--- config.mk ---
export PLATFORM = sky130hd
export DESIGN_NAME = segment_adler32_check
export DESIGN_NICKNAME = d
export VERILOG_FILES = /design/src/design/sa32_pkg.sv /design/src/design/sa32_in_stage.sv /design/src/design/sa32_sum_core.sv /design/src/design/segment_adler32_check.sv
export SDC_FILE = /design/constraint.sdc
export NUM_CORES = 1
export LEC_CHECK = 0
export CORE_UTILIZATION = 32
export CTS_CLUSTER_DIAMETER = 200
export CTS_CLUSTER_SIZE = 14
export DETAILED_ROUTE_END_ITERATION = 8
export DONT_BUFFER_PORTS = 1
export GPL_TIMING_DRIVEN = 0
export PLACE_DENSITY_LB_ADDON = 0.15
export SLEW_MARGIN = 20
export SYNTH_ARGS = -nofsm -noshare
export SYNTH_HDL_FRONTEND = slang
export SYNTH_HIERARCHICAL = 1
export SYNTH_SLANG_ARGS = --single-unit
--- constraint.sdc ---
create_clock -name clk -period 9.7 [get_ports clk]
set_input_delay 1.455 -clock clk [delete_from_list [all_inputs] [get_ports clk]]
set_output_delay 1.455 -clock clk [all_outputs]
set_load 0.02 [all_outputs]
--- src/design/sa32_pkg.sv ---
package sa32_pkg;

    // adler-32 modulus and segment limits
    localparam int ADLER_MOD         = 65521;
    localparam int MAX_SEGMENT_BYTES = 8192;
    localparam int POS_MAX           = 16383;
    localparam int POS_W             = 14;
    localparam int SUM_W             = 16;
    localparam int OFFSET_W          = 8;
    localparam int BYTE_W            = 8;
    localparam int FIELD_W           = 32;

    localparam logic [POS_W-1:0] POS_LIMIT =
        POS_W'((MAX_SEGMENT_BYTES < POS_MAX) ? MAX_SEGMENT_BYTES : POS_MAX);

    localparam logic [SUM_W:0] MOD_EXT = (SUM_W+1)'(ADLER_MOD);

    // one accepted input beat
    typedef struct packed {
        logic              last_byte;
        logic [BYTE_W-1:0] byte_value;
    } beat_t;

    // one result beat
    typedef struct packed {
        logic               short_segment;
        logic               sums_match;
        logic [FIELD_W-1:0] received_sum;
        logic [FIELD_W-1:0] computed_sum;
    } result_t;

    // modular add of two values already below the modulus
    function automatic logic [SUM_W-1:0] mod_add(input logic [SUM_W-1:0] x,
                                                 input logic [SUM_W-1:0] y);
        logic [SUM_W:0] s;
        begin
            s = {1'b0, x} + {1'b0, y};
            if (s >= MOD_EXT)
            begin
                s = s - MOD_EXT;
            end
            mod_add = s[SUM_W-1:0];
        end
    endfunction

endpackage

--- src/design/sa32_in_stage.sv ---
module sa32_in_stage
(
    input  logic            clk,
    input  logic            rst_n,
    input  logic            in_valid,
    output logic            in_ready,
    input  sa32_pkg::beat_t in_beat,
    output logic            beat_valid,
    output sa32_pkg::beat_t beat,
    input  logic            beat_take
);

    logic            valid_reg;
    sa32_pkg::beat_t beat_reg;

    // register frees up when empty or when the core takes it this cycle
    assign in_ready   = !valid_reg || beat_take;
    assign beat_valid = valid_reg;
    assign beat       = beat_reg;

    // valid flag
    always_ff @(posedge clk or negedge rst_n)
    begin
        if (!rst_n)
        begin
            valid_reg <= 1'b0;
        end
        else if (in_ready)
        begin
            valid_reg <= in_valid;
        end
    end

    // payload
    always_ff @(posedge clk)
    begin
        if (in_valid && in_ready)
        begin
            beat_reg <= in_beat;
        end
    end

endmodule

--- src/design/sa32_sum_core.sv ---
module sa32_sum_core
(
    input  logic                            clk,
    input  logic                            rst_n,
    input  logic [sa32_pkg::OFFSET_W-1:0]   field_offset,
    input  logic                            beat_valid,
    input  sa32_pkg::beat_t                 beat,
    output logic                            beat_take,
    output logic                            res_valid,
    input  logic                            res_ready,
    output sa32_pkg::result_t               res
);

    logic [sa32_pkg::SUM_W-1:0]   low_sum_reg;
    logic [sa32_pkg::SUM_W-1:0]   low_sum_next;
    logic [sa32_pkg::SUM_W-1:0]   high_sum_reg;
    logic [sa32_pkg::SUM_W-1:0]   high_sum_next;
    logic [sa32_pkg::POS_W-1:0]   pos_reg;
    logic [sa32_pkg::POS_W-1:0]   pos_next;
    logic [sa32_pkg::FIELD_W-1:0] captured_reg;
    logic [sa32_pkg::FIELD_W-1:0] captured_next;
    logic                         out_valid_reg;
    sa32_pkg::result_t            out_reg;
    sa32_pkg::result_t            out_next;

    logic                         below_limit;
    logic                         in_field;
    logic [sa32_pkg::POS_W-1:0]   offset_ext;
    logic [sa32_pkg::POS_W-1:0]   field_end;
    logic [1:0]                   rel_pos;
    logic [sa32_pkg::BYTE_W-1:0]  sum_byte;
    logic                         is_short;

    // only a last beat needs the result register free or draining this cycle
    assign beat_take = beat_valid && (!beat.last_byte || !out_valid_reg || res_ready);
    assign res_valid = out_valid_reg;
    assign res       = out_reg;

    // checksum field window
    always_comb
    begin
        offset_ext  = sa32_pkg::POS_W'(field_offset);
        field_end   = offset_ext + sa32_pkg::POS_W'(3);
        rel_pos     = pos_reg[1:0] - field_offset[1:0];
        below_limit = pos_reg < sa32_pkg::POS_LIMIT;
        in_field    = below_limit && (pos_reg >= offset_ext) && (pos_reg <= field_end);
        is_short    = (pos_reg < field_end) || (field_end >= sa32_pkg::POS_LIMIT);
    end

    // sum update, capture and position
    always_comb
    begin
        captured_next = captured_reg;
        sum_byte      = beat.byte_value;
        if (in_field)
        begin
            captured_next = captured_reg |
                (sa32_pkg::FIELD_W'(beat.byte_value) << {rel_pos, 3'b000});
            sum_byte      = '0;
        end
        low_sum_next  = sa32_pkg::mod_add(low_sum_reg, sa32_pkg::SUM_W'(sum_byte));
        high_sum_next = sa32_pkg::mod_add(high_sum_reg, low_sum_next);
        pos_next      = below_limit ? (pos_reg + sa32_pkg::POS_W'(1)) : pos_reg;

        out_next.computed_sum  = {high_sum_next, low_sum_next};
        out_next.received_sum  = captured_next;
        out_next.short_segment = is_short;
        out_next.sums_match    = !is_short && ({high_sum_next, low_sum_next} == captured_next);
    end

    // running segment state, cleared after the last byte
    always_ff @(posedge clk or negedge rst_n)
    begin
        if (!rst_n)
        begin
            low_sum_reg  <= sa32_pkg::SUM_W'(1);
            high_sum_reg <= '0;
            pos_reg      <= '0;
            captured_reg <= '0;
        end
        else if (beat_take)
        begin
            if (beat.last_byte)
            begin
                low_sum_reg  <= sa32_pkg::SUM_W'(1);
                high_sum_reg <= '0;
                pos_reg      <= '0;
                captured_reg <= '0;
            end
            else
            begin
                low_sum_reg  <= low_sum_next;
                high_sum_reg <= high_sum_next;
                pos_reg      <= pos_next;
                captured_reg <= captured_next;
            end
        end
    end

    // result valid, held until the result beat is taken
    always_ff @(posedge clk or negedge rst_n)
    begin
        if (!rst_n)
        begin
            out_valid_reg <= 1'b0;
        end
        else if (beat_take && beat.last_byte)
        begin
            out_valid_reg <= 1'b1;
        end
        else if (res_ready)
        begin
            out_valid_reg <= 1'b0;
        end
    end

    // result payload
    always_ff @(posedge clk)
    begin
        if (beat_take && beat.last_byte)
        begin
            out_reg <= out_next;
        end
    end

`ifndef NO_ASSERTIONS
    // sums stay reduced
    assert property (@(posedge clk) disable iff (!rst_n)
        (low_sum_reg < sa32_pkg::SUM_W'(sa32_pkg::ADLER_MOD)) &&
        (high_sum_reg < sa32_pkg::SUM_W'(sa32_pkg::ADLER_MOD)))
        else $error("adler sum out of range");

    // position never passes the limit
    assert property (@(posedge clk) disable iff (!rst_n)
        pos_reg <= sa32_pkg::POS_LIMIT)
        else $error("byte position past limit");

    // a last byte starts a fresh segment
    assert property (@(posedge clk) disable iff (!rst_n)
        beat_take && beat.last_byte |=> pos_reg == '0 && captured_reg == '0)
        else $error("segment state not cleared after last byte");

    // a held result is not overwritten
    assert property (@(posedge clk) disable iff (!rst_n)
        out_valid_reg && !res_ready |-> !(beat_take && beat.last_byte))
        else $error("result overwritten while stalled");

    // a short segment never matches
    assert property (@(posedge clk) disable iff (!rst_n)
        out_valid_reg |-> !(out_reg.sums_match && out_reg.short_segment))
        else $error("match flagged on short segment");
`endif

endmodule

--- src/design/segment_adler32_check.sv ---
// Streaming Adler-32 check of one transport segment. Bytes arrive on the slave side one per
// beat, tlast on the final byte. The four bytes starting at field_offset (default 12) are
// summed as zero and captured little-endian as the received checksum. After the last byte one
// result beat leaves on the master side: tdata holds the computed sum (high sum in 31:16) and
// the received field, tuser holds the match and short-segment flags. The block takes one byte
// every cycle unless a last byte is held back; the sum update (two chained add and conditional
// subtract steps) sits combinationally behind the input register. A result beat passes through
// the input register and then the result register; a last byte waits only while an earlier
// result beat is still held. Byte positions saturate at 8192; a field that does not fit below
// that is reported short. Write field_offset only while no segment is in flight.
module segment_adler32_check
(
    input  logic        clk,
    input  logic        rst_n,
    input  logic        cfg_wen,
    input  logic [7:0]  cfg_wdata,      // field_offset
    input  logic        s_axis_tvalid,
    output logic        s_axis_tready,
    input  logic [7:0]  s_axis_tdata,   // byte_value
    input  logic        s_axis_tlast,
    output logic        m_axis_tvalid,
    input  logic        m_axis_tready,
    output logic [63:0] m_axis_tdata,   // computed_sum [31:0], received_sum [63:32]
    output logic [1:0]  m_axis_tuser    // sums_match [0], short_segment [1]
);

    logic [sa32_pkg::OFFSET_W-1:0] field_offset_reg;
    sa32_pkg::beat_t               in_beat;
    sa32_pkg::beat_t               beat;
    logic                          beat_valid;
    logic                          beat_take;
    sa32_pkg::result_t             res;

    // configuration register
    always_ff @(posedge clk or negedge rst_n)
    begin
        if (!rst_n)
        begin
            field_offset_reg <= sa32_pkg::OFFSET_W'(12);
        end
        else if (cfg_wen)
        begin
            field_offset_reg <= cfg_wdata;
        end
    end

    // input beat packing
    always_comb
    begin
        in_beat.byte_value = s_axis_tdata;
        in_beat.last_byte  = s_axis_tlast;
    end

    sa32_in_stage u_in_stage
    (
        .clk        (clk),
        .rst_n      (rst_n),
        .in_valid   (s_axis_tvalid),
        .in_ready   (s_axis_tready),
        .in_beat    (in_beat),
        .beat_valid (beat_valid),
        .beat       (beat),
        .beat_take  (beat_take)
    );

    sa32_sum_core u_sum_core
    (
        .clk          (clk),
        .rst_n        (rst_n),
        .field_offset (field_offset_reg),
        .beat_valid   (beat_valid),
        .beat         (beat),
        .beat_take    (beat_take),
        .res_valid    (m_axis_tvalid),
        .res_ready    (m_axis_tready),
        .res          (res)
    );

    // result beat packing
    assign m_axis_tdata = {res.received_sum, res.computed_sum};
    assign m_axis_tuser = {res.short_segment, res.sums_match};

endmodule
Yosys cells after proc, flatten, opt, wreduce, memory -nomap -nowiden. Cells that the tools add are included.

Flip-flop bits (word level): 163. Latch bits: 0. RAM bits: 0. ROM bits: 0. Input port bits: 22. Memories: 0.

Add/subtract/negate cells: 7. Multipliers: 0. Div/mod/pow operators: 0. $lt $le $gt $ge: 7. Equal/unequal tests: 1. Shifts and indexed selects: 1. Muxes and demuxes: 11. Bitwise gates (word level): 1. Reductions and logical operators: 17.

Operators by type and width (number): $mux W16 (4); $mux W32 (2); $ge A17 B16 Y1 const B (2); $eq A32 B32 Y1 (1); $or A32 B32 Y32 (1); $shl A8 B5 Y32 (1); $sub A16 B16 Y16 const B (2); $mux W14 (2); $add A16 B16 Y17 (1); $add A16 B8 Y17 (1); $add A14 B1 Y14 const B (1); $ge A14 B14 Y1 const B (1); $ge A14 B8 Y1 (1); $le A14 B14 Y1 (1); $lt A14 B14 Y1 (1); $lt A14 B14 Y1 const B (1); $add A8 B2 Y9 const B (1); $mux W8 (1); $logic_and A1 B1 Y1 (6); $logic_not A1 Y1 (4); $logic_or A1 B1 Y1 (4); $reduce_bool A2 Y1 (2); $mux W1 (2); $reduce_and A2 Y1 (1); $sub A2 B2 Y2 (1).

Logic depth before layout (Yosys ltp).
Depth in word-level cells: 12. Depth in mapped cells: 38. Mapped depth without buffers: 34.

Modules after synthesis. The synthesis kept the hierarchy.

Modules (own cells, without submodules): sa32_sum_core (instances 1, cells an instance 1000, area an instance 9710.6 µm²); segment_adler32_check (instances 1, cells an instance 17, area an instance 334.1 µm²); sa32_in_stage (instances 1, cells an instance 13, area an instance 324.1 µm²).

Worst setup path before layout. No wires, ideal clock.

Path kind: register to register. From: register field_offset_reg[2] (netlist name). To: register u_sum_core.out_reg (netlist bit u_sum_core/res[64]), data pin. Library setup time: 0.169 ns. Arrival: 10.404 ns. Setup slack: -0.873 ns. Cell stages (with the launch flop): 37. Path buffers: 4. Clock period less this slack: 10.573 ns. Path through: dfstp_2 > o21ai_0 > or3_1 > xnor2_1 > ha_1 > nand3_1 > a211oi_1 > o311a_1 > a221oi_1 > clkbuf_1 > clkbuf_1 > nor2b_1 > ha_1 > fa_1 > a211oi_1 > nor3_1 > or2_2 > clkbuf_1 > xnor2_1 > nor4_1 > nand4b_1 > a21boi_0 > xor2_1 > inv_1 > ha_1 > buf_8 > a21oi_2 > o21ai_1 > a2111oi_4 > o211ai_2 > a2111oi_4 > o2111ai_4 > a211oi_4 > xnor3_1 > or4_1 > or4_1 > nor4b_2.

RTL lines: start, declared (line segment_adler32_check.sv:27) `logic [sa32_pkg::OFFSET_W-1:0] field_offset_reg;`; start signal, assigned (line segment_adler32_check.sv:39) `field_offset_reg <= sa32_pkg::OFFSET_W'(12);`; start signal, assigned (line segment_adler32_check.sv:43) `field_offset_reg <= cfg_wdata;`; end signal, assigned (line sa32_sum_core.sv:122) `out_reg <= out_next;`; end, declared (line sa32_sum_core.sv:23) `sa32_pkg::result_t out_reg;`.

==> impl_metrics.ini <==
[finish]
final_net_count = 1174
areaGrowthSynthToFinish_pct = 22.5
diodes = 0
largest_reg_flops = 66
nFillCells = 3115
drive_above_1_share = 0.217
seq_area_um2 = 4460
multi_input_area_um2 = 6280

[die]
io_pins = 90
fp.dieW_um = 182
die_h_um = 182
rows = 65
start_util = 0.327
core_um2 = 31700
dieArea_um2 = 33100

[synth]
synth_nets = 1104
syn_inst = 1030
ys_seq_elements = 163
synth_edf_count = 75
ys_types = 102
postSynthAreaPerCell_um2 = 10.1
synth_ff_type = dfrtp_1
ys_seq_area_frac = 0.430
syn_area_um2 = 10400
yosysWarningCount = 6
async_flop_share = 0.540

[run]
drv_cap = 0

[sta]
report.final.hold_viol_count = 0
min_period_over_period = 1.00
setup_ws_ps = -1.42
worstMarginPinSlew_ps = 1010
skew_ps = 13.4
slew_viol_final = 0
fmax_ghz = 0.103
fin_crit_ps = 9700
rsz0062_at_grt = true
setup_viol = 1
slew-limit-headroom = 0.323

[routing]
viasPerCell = 5.58
finalWirelength_mm = 33.4
wl_per_cell_um = 22.1
vias = 8454
ant_nets = 0
drt_iter0_markers = 848
drt-pass1-iter-count = 5
drc_errors = 0

[clocking]
cts_htree_levels = 4
clkSlewWorstSetupHoldPaths_ps = 70
cts_root_buf = clkbuf_16
clk_latency_ps = 450
cts_buffer_depth = 2
cts_buffers = 17
cts_tree = yes
cts.sinks = 163

[critical_path]
arrival_ps = 9960
startpoint_type = flip-flop
worstRegToRegCells = 36
critPathCaptureType = flip-flop
critPathCapture = u_sum_core/res[64]
required_ps = 9960
critPathMaxStageDelay_ps = 600
r2r-start = field_offset_reg[2]
rr_endpoint = u_sum_core/res[64]
cp_max_fo = 9
worst-r2r-setup-slack_ps = -1
setup.worst_path.start = field_offset_reg[2]
crit_path_top_delay_cell = dfstp_2
crit_type = reg2reg

[power]
ir_worst_vdd_mv = 0.204
power_uw = 4300
power_density_nw_per_um2 = 339
leakagePower_uw = 0.00538

[global_routing]
grt_max_degree = 89
grt_pass1_vias = 8036
grt_usage = 0.204
gr-total-overflow = 0
grt_antenna_before_repair = 0
grt_pass1_wl_mm = 50.5

[placed_design]
gp_congestion = 0.865
io_buffers = 0
pre_cts_slack_ps = -2590
hpwl_mm = 24.4

[outcome]
violations = setup timing
status = finished, violations left

[worst_hold_path]
hp-class = reg2reg
[cells in the mapped netlist, types with 4 or more instances]
master     instances  area share
nor2_1            88       0.032
dfrtp_1           85        0.21
edfxtp_1          75        0.22
a21oi_1           69       0.033
nand2_1           63       0.023
o21ai_0           61       0.029
inv_1             56       0.020
xnor2_1           54       0.046
ha_1              49       0.059
a22o_1            29       0.024
clkbuf_1          28       0.010
xor2_1            28       0.024
nand3_1           24       0.012
nor3_1            18      0.0087
a31oi_1           17       0.010
nor2b_1           16      0.0097
a21o_1            14       0.010
a211oi_1          12      0.0087
nand4_1           12      0.0072
and3_1            11      0.0066
o211a_1           10      0.0097
or3_1              9      0.0054
mux2_4             8       0.012
or2_2              8      0.0048
or4_1              8      0.0058
nand2b_1           7      0.0042
o211ai_1           7      0.0051
o31ai_1            7      0.0051
a211o_1            6      0.0051
and2_1             6      0.0036
mux2i_1            6      0.0058
nor4_1             6      0.0036
o21bai_1           6      0.0043
buf_6              5      0.0054
a21oi_2            4      0.0034
a2bb2oi_1          4      0.0034
a31o_2             4      0.0034
nand3b_1           4      0.0029
nor3b_1            4      0.0029
o21ai_1            4      0.0019
[power by group]
part | total (µW) | switching [µW] | internal, µW
Combinational | 2640 | 1580 | 1060
Clock | 661 | 318 | 344
Sequential | 1000 | 136 | 868
[worst min path at each step]
| stage | start | end | slack, ps | depth (start not counted) |
|---|---|---|---|---|
| 3_3_place_gp | u_sum_core/low_sum_reg[6] | u_sum_core/low_sum_reg[6] | 470 | 2 |
| 2_1_floorplan | u_sum_core/low_sum_reg[6] | u_sum_core/low_sum_reg[6] | 460 | 2 |
| 4_1_cts | u_sum_core/low_sum_reg[6] | u_sum_core/low_sum_reg[6] | 500 | 2 |
| 6_report | u_sum_core/captured_reg[23] | u_sum_core/captured_reg[23] | 510 | 2 |
| 5_1_grt | u_sum_core/captured_reg[25] | u_sum_core/captured_reg[25] | 540 | 1 |
| 3_5_place_dp | u_sum_core/low_sum_reg[6] | u_sum_core/low_sum_reg[6] | 480 | 2 |
[per-layer routing]
layer  up-vias  wire [µm]  track usage
li1       3967          -            -
met1      4214      16400        0.296
met2       247      15000        0.309
met3        26       1420       0.0343
met4         0        613       0.0602
met5         -          0            0
[logic make-up after synthesis]
group,Yosys count,synth area share
AO/OA/AOI/OAI,313,0.218
AND/OR/NAND/NOR,304,0.151
flip-flops,163,0.430
buffers and inverters,97,0.0410
XOR/XNOR,85,0.0758
adder cells (fa/ha/maj),52,0.0649
multiplexers,16,0.0195
[layout by cell type, fill, tap and decap left out, types with 12 or more instances in the layout]
cell and n:
a21o_1 14, a21oi_1 59, a22o_1 29, a31oi_1 16
buf_4 49, clkbuf_1 21, clkbuf_16 17, dfrtp_1 85
edfxtp_1 75, ha_1 38, inv_1 52, nand2_1 61
nand3_1 23, nand4_1 12, nor2_1 85, nor2b_1 13
nor3_1 14, o21ai_0 56, xnor2_1 44, xor2_1 20
[per-stage QoR]
stage               TNS, ps   util  hold slack (ps)  area, µm²  std cells
floorplan                 0      -              456      10400       1030
global route           -300  0.401              539      12700       1515
CTS                       0  0.382              497      12100       1491
global placement     -42630  0.344              475      10900       1432
detailed placement   -39010  0.346              479      11000       1434
finish                -1.42  0.401              508      12700       1515
[cell type report]
class	count	share of cell area
Multi-Input combinational cell	770	0.495
Tap cell	402	0.0396
Timing Repair Buffer	56	0.0369
Clock buffer	19	0.0349
Buffer	36	0.0170
Clock inverter	13	0.00926
Sequential cell	163	0.351
Inverter	56	0.0167
[what timing repair did]
item,CTS,global route
hold buffers,0,0
hold endpoints to repair,0,0
resized for setup,69,78
setup buffers,27,26
setup endpoints to repair,33,1
gates cloned,1,0
pin swaps,20,43
[worst max-delay path: cells and delay by family, from the launching register on]
kind	cells	cell delay, ps
compound gates	13	3370
buf+inv	5	700
xor+xnor	3	630
simple gates	11	3010
flops	1	600
fa+ha+maj	4	1210
No activity file was read; power rests on OpenSTA's default activity.
